<file path="src/rtl/fcbp_pkg.sv">
// Package for the file-specification parser: types, character codes and parse-step functions.
package fcbp_pkg;

    localparam int NAME_CHARS     = 8;
    localparam int TYPE_CHARS     = 3;
    localparam int PASSWORD_CHARS = 8;

    // FCB slots; the field lengths above may be shorter than these
    localparam int NAME_SLOTS = 8;
    localparam int EXT_SLOTS  = 3;
    localparam int PW_SLOTS   = 8;

    localparam int NAME_BASE  = 1;
    localparam int EXT_BASE   = 9;
    localparam int PW_BASE    = 16;
    localparam logic [5:0] PWLEN_INDEX = 6'd26;
    localparam logic [5:0] LAST_INDEX  = 6'd35;

    localparam logic [7:0] CH_NUL     = 8'h00;
    localparam logic [7:0] CH_TAB     = 8'h09;
    localparam logic [7:0] CH_CR      = 8'h0d;
    localparam logic [7:0] CH_SPACE   = 8'h20;
    localparam logic [7:0] CH_STAR    = 8'h2a;
    localparam logic [7:0] CH_COMMA   = 8'h2c;
    localparam logic [7:0] CH_DOT     = 8'h2e;
    localparam logic [7:0] CH_COLON   = 8'h3a;
    localparam logic [7:0] CH_SEMI    = 8'h3b;
    localparam logic [7:0] CH_LT      = 8'h3c;
    localparam logic [7:0] CH_EQ      = 8'h3d;
    localparam logic [7:0] CH_GT      = 8'h3e;
    localparam logic [7:0] CH_QUEST   = 8'h3f;
    localparam logic [7:0] CH_A       = 8'h41;
    localparam logic [7:0] CH_LBRACK  = 8'h5b;
    localparam logic [7:0] CH_RBRACK  = 8'h5d;
    localparam logic [7:0] CH_LOWER_A = 8'h61;
    localparam logic [7:0] CH_LOWER_Z = 8'h7a;
    localparam logic [7:0] CH_BAR     = 8'h7c;
    localparam logic [7:0] LETTER_MASK = 8'h5f;
    localparam logic [7:0] HIGH_MASK   = 8'h7f;
    localparam int         DRIVE_COUNT = 16;

    localparam logic [15:0] RC_END     = 16'h0000;
    localparam logic [15:0] RC_INVALID = 16'hffff;

    typedef enum logic [7:0] {
        PH_IDLE       = 8'b0000_0001,
        PH_LEAD       = 8'b0000_0010,
        PH_DRIVE      = 8'b0000_0100,
        PH_NAME_FIRST = 8'b0000_1000,
        PH_NAME       = 8'b0001_0000,
        PH_EXT        = 8'b0010_0000,
        PH_PW         = 8'b0100_0000,
        PH_TRAIL      = 8'b1000_0000
    } phase_t;

    typedef enum logic [1:0] {
        TAKE_OK  = 2'd0,
        TAKE_END = 2'd1,
        TAKE_BAD = 2'd2
    } take_code_t;

    typedef logic [7:0][7:0]           field8_t;
    typedef logic [NAME_SLOTS-1:0][7:0] name_t;
    typedef logic [EXT_SLOTS-1:0][7:0]  ext_t;
    typedef logic [PW_SLOTS-1:0][7:0]   pw_t;

    typedef struct packed {
        phase_t      phase;
        logic [7:0]  held;
        logic [4:0]  drive;
        name_t       name;
        ext_t        ext;
        pw_t         pw;
        logic [3:0]  room;
        logic [15:0] stop;
        logic [3:0]  pw_len;
    } parse_t;

    typedef struct packed {
        logic [4:0]  drive;
        name_t       name;
        ext_t        ext;
        pw_t         pw;
        logic [3:0]  pw_len;
        logic [15:0] rc;
    } fcb_rec_t;

    typedef struct packed {
        parse_t      st;
        logic        emit;
        logic [15:0] rc;
    } feed_ret_t;

    typedef struct packed {
        take_code_t code;
        field8_t    field;
        logic [3:0] room;
    } take_ret_t;

    function automatic logic is_delim(logic [7:0] c);
        case (c)
            CH_NUL, CH_CR, CH_TAB, CH_SPACE, CH_DOT, CH_COMMA, CH_COLON,
            CH_SEMI, CH_LBRACK, CH_RBRACK, CH_EQ, CH_LT, CH_GT, CH_BAR: return 1'b1;
            default: return 1'b0;
        endcase
    endfunction

    function automatic logic [7:0] fold(logic [7:0] c);
        if (c < CH_LOWER_A) begin
            return c;
        end else if (c <= CH_LOWER_Z) begin
            return c & LETTER_MASK;
        end else begin
            return c & HIGH_MASK;
        end
    endfunction

    function automatic logic is_blank(logic [7:0] c);
        return (c == CH_SPACE) || (c == CH_TAB);
    endfunction

    // one character into a field; '*' fills the rest with '?' when stars is set
    function automatic take_ret_t take(logic [7:0] c, field8_t field, logic [3:0] room,
                                       logic [3:0] width, logic stars);
        take_ret_t  r;
        logic [7:0] u;
        logic [3:0] pos;
        r.code  = TAKE_OK;
        r.field = field;
        r.room  = room;
        u       = fold(c);
        pos     = width - room;
        if (is_delim(c)) begin
            r.code = TAKE_END;
        end else if (u < CH_SPACE || room == 4'd0 || room > width) begin
            r.code = TAKE_BAD;
        end else if (stars && u == CH_STAR) begin
            for (int i = 0; i < 8; i++) begin
                if (4'(i) >= pos && 4'(i) < width) begin
                    r.field[i] = CH_QUEST;
                end
            end
            r.room = 4'd0;
        end else begin
            for (int i = 0; i < 8; i++) begin
                if (4'(i) == pos) begin
                    r.field[i] = u;
                end
            end
            r.room = room - 4'd1;
        end
        return r;
    endfunction

    // one character through the phases it falls through
    function automatic feed_ret_t feed(parse_t s, logic [7:0] c, logic [15:0] addr);
        feed_ret_t r;
        take_ret_t t;
        logic      done;
        r.st   = s;
        r.emit = 1'b0;
        r.rc   = RC_END;
        done   = 1'b0;
        t      = '0;
        if (r.st.phase == PH_LEAD) begin
            if (is_blank(c)) begin
                done = 1'b1;
            end else if (c == CH_NUL) begin
                r.st.phase = PH_NAME_FIRST;
            end else begin
                r.st.held  = c;
                r.st.phase = PH_DRIVE;
                done       = 1'b1;
            end
        end
        if (!done && r.st.phase == PH_NAME_FIRST) begin
            if (is_delim(c)) begin
                r.st.stop  = addr;
                r.st.phase = PH_TRAIL;
            end else begin
                r.st.room  = 4'(NAME_CHARS);
                r.st.phase = PH_NAME;
            end
        end
        if (!done && r.st.phase == PH_NAME) begin
            if (c == CH_DOT) begin
                r.st.phase = PH_EXT;
                r.st.room  = 4'(TYPE_CHARS);
                done       = 1'b1;
            end else if (c == CH_SEMI) begin
                r.st.phase = PH_PW;
                r.st.room  = 4'(PASSWORD_CHARS);
                done       = 1'b1;
            end else begin
                t = take(c, field8_t'(r.st.name), r.st.room, 4'(NAME_CHARS), 1'b1);
                r.st.name = t.field[NAME_SLOTS-1:0];
                r.st.room = t.room;
                case (t.code)
                    TAKE_OK: begin
                        done = 1'b1;
                    end
                    TAKE_BAD: begin
                        r.emit = 1'b1;
                        r.rc   = RC_INVALID;
                        done   = 1'b1;
                    end
                    default: begin
                        r.st.stop  = addr;
                        r.st.phase = PH_TRAIL;
                    end
                endcase
            end
        end
        if (!done && r.st.phase == PH_EXT) begin
            if (c == CH_SEMI) begin
                r.st.phase = PH_PW;
                r.st.room  = 4'(PASSWORD_CHARS);
                done       = 1'b1;
            end else begin
                t = take(c, {{(8 - EXT_SLOTS){CH_SPACE}}, r.st.ext}, r.st.room,
                         4'(TYPE_CHARS), 1'b1);
                r.st.ext  = t.field[EXT_SLOTS-1:0];
                r.st.room = t.room;
                case (t.code)
                    TAKE_OK: begin
                        done = 1'b1;
                    end
                    TAKE_BAD: begin
                        r.emit = 1'b1;
                        r.rc   = RC_INVALID;
                        done   = 1'b1;
                    end
                    default: begin
                        r.st.stop  = addr;
                        r.st.phase = PH_TRAIL;
                    end
                endcase
            end
        end
        if (!done && r.st.phase == PH_PW) begin
            t = take(c, field8_t'(r.st.pw), r.st.room, 4'(PASSWORD_CHARS), 1'b0);
            r.st.pw   = t.field[PW_SLOTS-1:0];
            r.st.room = t.room;
            if (t.code != TAKE_OK) begin
                r.st.pw_len = 4'(PASSWORD_CHARS) - t.room;
            end
            case (t.code)
                TAKE_OK: begin
                    done = 1'b1;
                end
                TAKE_BAD: begin
                    r.emit = 1'b1;
                    r.rc   = RC_INVALID;
                    done   = 1'b1;
                end
                default: begin
                    r.st.stop  = addr;
                    r.st.phase = PH_TRAIL;
                end
            endcase
        end
        if (!done && r.st.phase == PH_TRAIL) begin
            if (!is_blank(c)) begin
                r.emit = 1'b1;
                if (is_delim(c)) begin
                    r.rc = (c == CH_NUL || c == CH_CR) ? RC_END : addr;
                end else begin
                    r.rc = r.st.stop;
                end
            end
        end
        if (r.emit) begin
            r.st.phase = PH_IDLE;
        end
        return r;
    endfunction

    // whole step for one accepted character; cur already reflects a restart
    function automatic feed_ret_t step(parse_t cur, logic [7:0] c, logic [15:0] cursor);
        feed_ret_t  r;
        feed_ret_t  f1;
        parse_t     s;
        logic [7:0] u;
        logic [15:0] prev;
        prev = cursor - 16'd1;
        s    = cur;
        u    = fold(cur.held);
        f1   = '0;
        if (cur.phase == PH_DRIVE) begin
            if (c == CH_COLON) begin
                if (is_delim(cur.held)) begin
                    s.stop  = prev;
                    s.phase = PH_TRAIL;
                    r = feed(s, cur.held, prev);
                end else if (u < CH_A || u > CH_A + 8'(DRIVE_COUNT - 1)) begin
                    s.phase = PH_IDLE;
                    r.st    = s;
                    r.emit  = 1'b1;
                    r.rc    = RC_INVALID;
                end else begin
                    s.drive = 5'(u - CH_A + 8'd1);
                    s.phase = PH_NAME_FIRST;
                    r.st    = s;
                    r.emit  = 1'b0;
                    r.rc    = RC_END;
                end
            end else begin
                // held character goes first, then this one
                s.phase = PH_NAME_FIRST;
                f1 = feed(s, cur.held, prev);
                if (f1.emit) begin
                    r = f1;
                end else begin
                    r = feed(f1.st, c, cursor);
                end
            end
        end else begin
            r = feed(cur, c, cursor);
        end
        return r;
    endfunction

    function automatic logic [7:0] fcb_byte_at(fcb_rec_t rec, logic [5:0] idx);
        logic [7:0] b;
        b = 8'h00;
        if (idx == 6'd0) begin
            b = {3'b000, rec.drive};
        end
        for (int i = 0; i < NAME_SLOTS; i++) begin
            if (idx == 6'(NAME_BASE + i)) b = rec.name[i];
        end
        for (int i = 0; i < EXT_SLOTS; i++) begin
            if (idx == 6'(EXT_BASE + i)) b = rec.ext[i];
        end
        for (int i = 0; i < PW_SLOTS; i++) begin
            if (idx == 6'(PW_BASE + i)) b = rec.pw[i];
        end
        if (idx == PWLEN_INDEX) begin
            b = {4'b0000, rec.pw_len};
        end
        return b;
    endfunction

endpackage

</file>
<file path="src/rtl/filename_to_fcb_parser.sv">
// File-specification parser: character stream in, 36-byte file control block out.
//
//  channel  dir  payload                                              framing
//  s_       in   tdata: char_in[7:0], base_address[23:8]; tuser: start_req
//  m_       out  tdata: byte_index[5:0], fcb_byte[13:6], return_code[29:14]
//                                                                     tlast on byte 35
//
// One character is taken per cycle while s_tready is high; its parse step finishes in that cycle.
// A character that ends the parse queues a 36-beat FCB burst (one byte per beat).
// One finished FCB can wait behind the one in flight; s_tready drops only when both
// slots are full, and a stalled m_tready holds the current beat.
// aresetn (synchronous) returns the parser to idle and empties both FCB slots.
module filename_to_fcb_parser (
    input  logic        aclk,
    input  logic        aresetn,
    input  logic        s_tvalid,
    output logic        s_tready,
    input  logic [23:0] s_tdata,   // char_in[7:0], base_address[23:8]
    input  logic        s_tuser,   // start_req
    output logic        m_tvalid,
    input  logic        m_tready,
    output logic [31:0] m_tdata,   // byte_index[5:0], fcb_byte[13:6], return_code[29:14]
    output logic        m_tlast
);

    fcbp_pkg::parse_t    state_reg;
    logic [15:0]         cursor_reg;
    fcbp_pkg::parse_t    cur;
    logic [15:0]         cursor;
    fcbp_pkg::feed_ret_t step_ret;
    fcbp_pkg::fcb_rec_t  new_rec;

    fcbp_pkg::fcb_rec_t  out_rec_reg;
    logic [5:0]          out_idx_reg;
    logic                out_valid_reg;
    fcbp_pkg::fcb_rec_t  pend_rec_reg;
    logic                pend_valid_reg;

    logic                in_acc;
    logic                out_acc;
    logic                out_done;
    logic [7:0]          out_byte;
    logic [15:0]         out_rc;

    always_comb begin
        cur    = state_reg;
        cursor = cursor_reg;
        if (s_tuser) begin
            cur.phase  = fcbp_pkg::PH_LEAD;
            cur.held   = 8'h00;
            cur.drive  = 5'd0;
            cur.name   = {fcbp_pkg::NAME_SLOTS{fcbp_pkg::CH_SPACE}};
            cur.ext    = {fcbp_pkg::EXT_SLOTS{fcbp_pkg::CH_SPACE}};
            cur.pw     = {fcbp_pkg::PW_SLOTS{fcbp_pkg::CH_SPACE}};
            cur.room   = 4'd0;
            cur.stop   = 16'd0;
            cur.pw_len = 4'd0;
            cursor     = s_tdata[23:8];
        end
        step_ret = fcbp_pkg::step(cur, s_tdata[7:0], cursor);
    end

    always_comb begin
        new_rec.drive  = step_ret.st.drive;
        new_rec.name   = step_ret.st.name;
        new_rec.ext    = step_ret.st.ext;
        new_rec.pw     = step_ret.st.pw;
        new_rec.pw_len = step_ret.st.pw_len;
        new_rec.rc     = step_ret.rc;
    end

    assign s_tready = !pend_valid_reg;
    assign in_acc   = s_tvalid && s_tready;
    assign out_acc  = out_valid_reg && m_tready;
    assign out_done = out_acc && (out_idx_reg == fcbp_pkg::LAST_INDEX);

    always_ff @(posedge aclk) begin
        if (!aresetn) begin
            state_reg.phase <= fcbp_pkg::PH_IDLE;
            cursor_reg      <= 16'd0;
            out_valid_reg   <= 1'b0;
            out_idx_reg     <= 6'd0;
            pend_valid_reg  <= 1'b0;
        end else begin
            if (in_acc) begin
                state_reg  <= step_ret.st;
                cursor_reg <= cursor + 16'd1;
            end
            if (out_acc) begin
                if (out_idx_reg == fcbp_pkg::LAST_INDEX) begin
                    if (pend_valid_reg) begin
                        out_rec_reg    <= pend_rec_reg;
                        out_idx_reg    <= 6'd0;
                        pend_valid_reg <= 1'b0;
                    end else if (!(in_acc && step_ret.emit)) begin
                        // a new FCB loading this cycle keeps the slot busy
                        out_valid_reg <= 1'b0;
                    end
                end else begin
                    out_idx_reg <= out_idx_reg + 6'd1;
                end
            end
            if (in_acc && step_ret.emit) begin
                // slot frees this cycle only when the last beat leaves and nothing waits
                if (!out_valid_reg || (out_done && !pend_valid_reg)) begin
                    out_rec_reg   <= new_rec;
                    out_idx_reg   <= 6'd0;
                    out_valid_reg <= 1'b1;
                end else begin
                    pend_rec_reg   <= new_rec;
                    pend_valid_reg <= 1'b1;
                end
            end
        end
    end

    assign out_byte = fcbp_pkg::fcb_byte_at(out_rec_reg, out_idx_reg);
    assign out_rc   = (out_idx_reg == fcbp_pkg::LAST_INDEX) ? out_rec_reg.rc : 16'd0;

    assign m_tvalid = out_valid_reg;
    assign m_tdata  = {2'b00, out_rc, out_byte, out_idx_reg};
    assign m_tlast  = (out_idx_reg == fcbp_pkg::LAST_INDEX);

endmodule
</file>
<file path="config.mk">
export PLATFORM = sky130hd
export DESIGN_NAME = filename_to_fcb_parser
export DESIGN_NICKNAME = d
export VERILOG_FILES = /design/src/rtl/fcbp_pkg.sv /design/src/rtl/filename_to_fcb_parser.sv
export SDC_FILE = /design/constraint.sdc
export NUM_CORES = 2
export LEC_CHECK = 0
export BUFFER_PORTS_ARGS = -buffer_cell sky130_fd_sc_hd__buf_4
export CAP_MARGIN = 20
export CORE_MARGIN = 2
export CORE_UTILIZATION = 32
export DETAILED_ROUTE_END_ITERATION = 10
export PLACE_DENSITY = 0.45
export REMOVE_ABC_BUFFERS = 1
export SKIP_CTS_REPAIR_TIMING = 1
export SYNTH_ARGS = -nofsm -noshare
export SYNTH_HDL_FRONTEND = slang
export SYNTH_SLANG_ARGS = --single-unit
</file>
<file path="constraint.sdc">
create_clock -name aclk -period 19.15 [get_ports aclk]
set_input_delay 1.915 -clock aclk [delete_from_list [all_inputs] [get_ports aclk]]
set_output_delay 1.915 -clock aclk [all_outputs]
set_load 0.05 [all_outputs]
</file>
# --- Word level (Yosys, flattened, before mapping) ---
# Index checks and enable logic that the tools add are counted.
totals:
  register_bits: 575
  in_bits: 29
  output_inout_bits: 35
  word_cells: 956
classes:
  n_addsub: 26
  n_lt_le_gt_ge: 57
  n_eq_ne: 127
  n_mux: 571
  bitwise_logic: 1
  reduce_logical: 101
ops:
  columns: ["operator", "count"]
  rows:
  - ["two-way mux 8 bit", 206]
  - ["two-way mux 68 bit", 24]
  - ["two-way mux 177 bit", 5]
  - ["two-way mux 214 bit", 4]
  - ["two-way mux 17 bit", 42]
  - ["two-way mux 16 bit", 37]
  - ["two-way mux 64 bit", 9]
  - ["two-way mux 20 bit", 26]
  - ["two-way mux 105 bit", 3]
  - ["two-way mux 28 bit", 9]
  - ["two-way mux 210 bit", 1]
  - ["== test 8 x 6 -> 1 bit, second input constant", 25]
  - ["two-way mux 197 bit", 1]
  - ["two-way mux 24 bit", 6]
  - ["two-way mux 1 bit", 120]
  - ["two-way mux 2 bit", 54]
  - ["== test 3 x 4 -> 1 bit, first input constant", 24]
  - ["== test 8 x 7 -> 1 bit, second input constant", 9]
  - ["zero test 4 bit", 18]
  - ["less-than comparator 8 x 6 -> 1 bit, second input constant", 9]
  - ["two-way mux 4 bit", 16]
  - ["== test 2 x 4 -> 1 bit, first input constant", 15]
  - ["== test 6 x 5 -> 1 bit, second input constant", 9]
  - ["== test 8 x 4 -> 1 bit, second input constant", 6]
  - ["other kinds (41)", 205]

# --- Longest topological paths before layout ---
depth:
  ltp_word: 195
  mapped_depth: 31
  mapped_depth_nobuf: 28

# --- Worst setup path after synthesis ---
# Ideal clock, no wire load.
synth_timing:
  path_type: "input-to-reg"
  from: "input s_tdata[3]"
  to: "register pend_rec_reg[0] in the netlist's numbering (enable)"
  setup_ps: 560
  arrival_time_ps: 11783
  required_time_ps: 18590
  path_slack_ps: 6807
  stages: 24
  path_buffers: 1
  path_cell_list: "buf_2 -> or3b_1 -> a2111oi_4 -> o21a_2 -> o21a_1 -> nand3_1 -> nand2_1 -> ha_1 -> nor2_1 -> nor4_1 -> o31ai_1 -> a211oi_2 -> o221ai_1 -> a211oi_1 -> ha_1 -> nor3b_1 -> a21oi_1 -> or4_1 -> mux2i_4 -> nand2_1 -> nor3_1 -> nor3_2 -> a21oi_1 -> and3_1"
synth_between:
  elab_chain_cells: 66
  elab_cells_between_ends: 341
  classes_between: "add/sub: 4; order compare: 14; eq/ne: 33; mux: 237; reduce/logical: 53"
synth_rtl:
  columns: ["item", "line_no", "text"]
  rows:
  - ["from (decl)", "filename_to_fcb_parser.sv:18", "input logic [23:0] s_tdata,"]
  - ["branches (longest 63 deep; another with less-or-equal comparator 8 x 7 -> 1 bit)", null, null]
  - ["two-way mux 214 bit (*)", "fcbp_pkg.sv:289", "if (cur.phase == PH_DRIVE) begin"]
  - ["logical AND 1 bit (*)", "filename_to_fcb_parser.sv:103", "if (in_acc && step_ret.emit) begin"]
  - ["AND reduction 3 bit (no line) (*)", null, null]
  - ["to (signal assigned)", "filename_to_fcb_parser.sv:110", "pend_rec_reg <= new_rec;"]
  - ["to (decl)", "filename_to_fcb_parser.sv:36", "fcbp_pkg::fcb_rec_t pend_rec_reg;"]
# Mark *: on every way between the ends. The select of a mux whose other input is x is not followed.
# A chain may end at the register's enable or synchronous reset.

# --- Worst setup path in the final report ---
layout_timing:
  from: "input s_tdata[3]"
  to: "register out_rec_reg[159] in the netlist's numbering, data pin"
layout_between:
  elab_chain_cells: 66
  elab_cells_between_ends: 358
  classes_between: "add/sub: 6; order compare: 16; eq/ne: 35; mux: 249; reduce/logical: 52"
layout_rtl:
  columns: ["item", "line_no", "text"]
  rows:
  - ["branches (longest 63 deep; another with less-or-equal comparator 8 x 7 -> 1 bit)", null, null]
  - ["two-way mux 214 bit (*)", "fcbp_pkg.sv:289", null]
  - ["logical AND 1 bit", "filename_to_fcb_parser.sv:103", null]
  - ["two-way mux 177 bit (*)", "filename_to_fcb_parser.sv:103", null]
  - ["to (signal assigned)", "filename_to_fcb_parser.sv:92", "out_rec_reg <= pend_rec_reg;"]
  - ["to (signal assigned)", "filename_to_fcb_parser.sv:106", "out_rec_reg <= new_rec;"]
  - ["to (decl)", "filename_to_fcb_parser.sv:33", "fcbp_pkg::fcb_rec_t out_rec_reg;"]
# Marks and branches as above.

==> metrics <==
status=completed; Die Height=326 um; drt pass-1 iters=6; Setup CP Type=in -> reg; fin util=36.4%; Int Pwr=2.33 mW; fill cell count=10,186; worst clock skew=0.0388 ns; Sw Ratio=26.2%; vias per cell=5.67; register area share after synthesis=51.1%; peak supply drop=0.0673 mV; element type at the critical path start=input port; Yosys cell types=99; fmax=around 80 MHz; ANT cells=0; Data required, critical path=between 15 and 20 ns; CTS Buffer Depth=3; DR iter-0 viols=between 2,000 and 2,500; Residual DRC=0; Hold WC Path Type=reg -> reg; most used cell, CP=buf_4; max cap viols=0; fin cells=4,476; CP bufs+invs=6; core area=0.103 sq mm; Post-synth EDFFs=543; Yosys top cell by area=edfxtp_1; Post-Syn Instances=between 3,000 and 4,000; max-slew violation count=0; Comb pwr share=10.4%; R2R Setup Slk=about 7.5 ns; max incr delay on CP=about 0.9 ns; final hold violations=0; Starting Density=approximately 32%; post-synthesis register bit count=575; Slew @ Worst Pin=1.31 ns; Worst path depth=27; Crit Path Max Fanout=51; # IOs=64; Final Critical Period=12.81 ns; pre-CTS WS=5.77 ns; top-area cell type share of the netlist area=49.2%; vias=roughly 25,000; Critical Path End Type=register; layout cells sized above 1=20.3%; Worst EP arrival=13.21 ns; Layout Nets=between 3,000 and 4,000; Post-Route Setup TNS=0 ns; placed inst area=0.0352 sq mm; area grow syn2layout=13.3%; leak pwr=13.3 nW; chip width=around 330 um; CP delay by family, top=compound AO/OA/AOI/OAI gates; clock-pin slew on the worst setup and hold paths=0.05 ns; GRT Total Usage=21.8%; clock root cell=clkbuf_16; Wirelength per Cell=26.5 um; Relative slew margins=13.0%; Worst Setup SP=s_tdata[3]; TritonCTS Buffers=72; die area=0.106 sq mm; Row Count=118; pwr/cell area=83.9 mW/mm^2; PnR worst setup slack=6.34 ns; Port Buffer Count=61; cell count of the worst reg-to-reg path=26; crit path to=out_rec_reg[159]; CTS tree=yes; Post-Syn Area=roughly 0.033 sq mm; fin crit share=66.9%; Yosys warning count=0; vias in the first global route=25,406; Remaining Overflow, GRT=0; Mapped Avg Cell Area=10.9 sq um; post-detail-place hpwl=77,300 um; sequential power share=46.2%; latest clock arrival within the worst-skew pair=0.66 ns; clock network power share=between 40% and 50%; Post-Route WL=roughly 120,000 um; antenna-violating nets left=0; largest net degree at the start of global routing=143; design area=0.0376 sq mm; max reg flops=197; dpl cells=4,342; RR Startpoint=state_reg[196]; first-pass GRT wire length=about 170,000 um; main flop type after synthesis=edfxtp_1; Slowest-stage cell, CP=a211oi_4; synth top area cells=edfxtp_1, mux2_2, mux2i_1; Switching Power=824 uW; RR Endpoint=out_rec_reg[159]; RSZ-0062 raised after global routing=no; Placer Congestion=0.904; antenna violations before repair=0; ys async rst share=0%; H-tree depth=3; Setup Viol. Count Final=0; TritonCTS sink count=between 500 and 600
[cells by family after synthesis]
| group | count (synthesis) | share of synthesized area (%) |
|---|---|---|
| fa+ha+maj | 28 | 1.05 |
| other cells | 1 | 0.0113 |
| mux | 471 | 15.5 |
| flops | 575 | 51.1 |
| xor+xnor | 43 | 1.14 |
| buf+inv | 292 | 3.48 |
| compound gates | 756 | 15.0 |
| simple gates | 878 | 12.7 |
[cells in the mapped netlist (40+ instances only)]
master,count
edfxtp_1,543
mux2_2,315
nand2_1,286
nor2_1,230
a21oi_1,219
clkbuf_1,178
o21ai_0,152
mux2i_1,139
nand3_1,68
inv_1,63
nor2b_1,55
nor3_1,47
o211ai_1,47
and3_1,40
[power by group through the flow]
stage	Combinational [mW]	Clock [mW]	Sequential [mW]
finish	0.328	1.37	1.46
global route	0.356	1.45	1.46
CTS	0.327	1.40	1.45
detailed placement	0.326	0	1.48
global placement	0.321	0	1.48
floorplan	0.211	0	1.47
[worst min-delay path, delay by kind of cell, from the launching register on]
kind	cells	cell delay (ns)
DFF	1	0.31
and+or+nand+nor	1	0.05
AOI/OAI and AO/OA	1	0.05
[worst min-delay path by stage]
stage	start	to	slack, ns	cells after the start
after floorplan	cursor_reg[10]	cursor_reg[10]	0.43	2
after global placement	cursor_reg[2]	cursor_reg[2]	0.44	2
after detailed placement	cursor_reg[2]	cursor_reg[2]	0.45	2
after CTS	cursor_reg[2]	cursor_reg[2]	0.45	2
after global routing	cursor_reg[6]	cursor_reg[6]	0.48	2
final	cursor_reg[2]	cursor_reg[2]	0.45	2
[through the flow]
step           power, mW  hold slack [ns]
3_5_place_dp        1.81            0.445
2_1_floorplan       1.68            0.431
5_1_grt             3.27            0.477
3_3_place_gp        1.80            0.440
6_report            3.15            0.451
4_1_cts             3.19            0.453
[layout by cell type (no fill, tap or decap), types with 32 or more instances in the layout]
master | synthesis | final
edfxtp_1 | 543 | 543
mux2_2 | 315 | 315
nand2_1 | 286 | 286
nor2_1 | 230 | 229
a21oi_1 | 219 | 218
o21ai_0 | 152 | 152
mux2i_1 | 139 | 139
buf_4 | 2 | 138
clkbuf_16 | 0 | 73
nand3_1 | 68 | 67
inv_1 | 63 | 62
nor2b_1 | 55 | 54
o211ai_1 | 47 | 47
nor3_1 | 47 | 45
and3_1 | 40 | 39
and2_1 | 33 | 33
o22ai_1 | 33 | 33
a22oi_1 | 32 | 32
dfxtp_1 | 32 | 32
[final cells by class]
cell class / count / area [sq um] / share of cell area, %
repair buffers: 143 / 1110 / 2.95
well taps: 1380 / 1730 / 4.60
multi-input cells: 2178 / 15200 / 40.4
clock buffers: 91 / 1920 / 5.12
clock inverters: 42 / 439 / 1.17
flip-flops and latches: 575 / 16900 / 45.1
inverters: 67 / 254 / 0.676
[layer usage]
layer | vias to the layer above | GRT usage (%) | share of wire [%]
met1 | 12780 | 30.2 | 45
met5 | - | 0 | 0
met2 | 890 | 35.1 | 46
met4 | 0 | 7.65 | 3.2
met3 | 215 | 2.85 | 5.2
li1 | 11504 | - | -
Note: power is estimated with default switching activity, not from simulation.
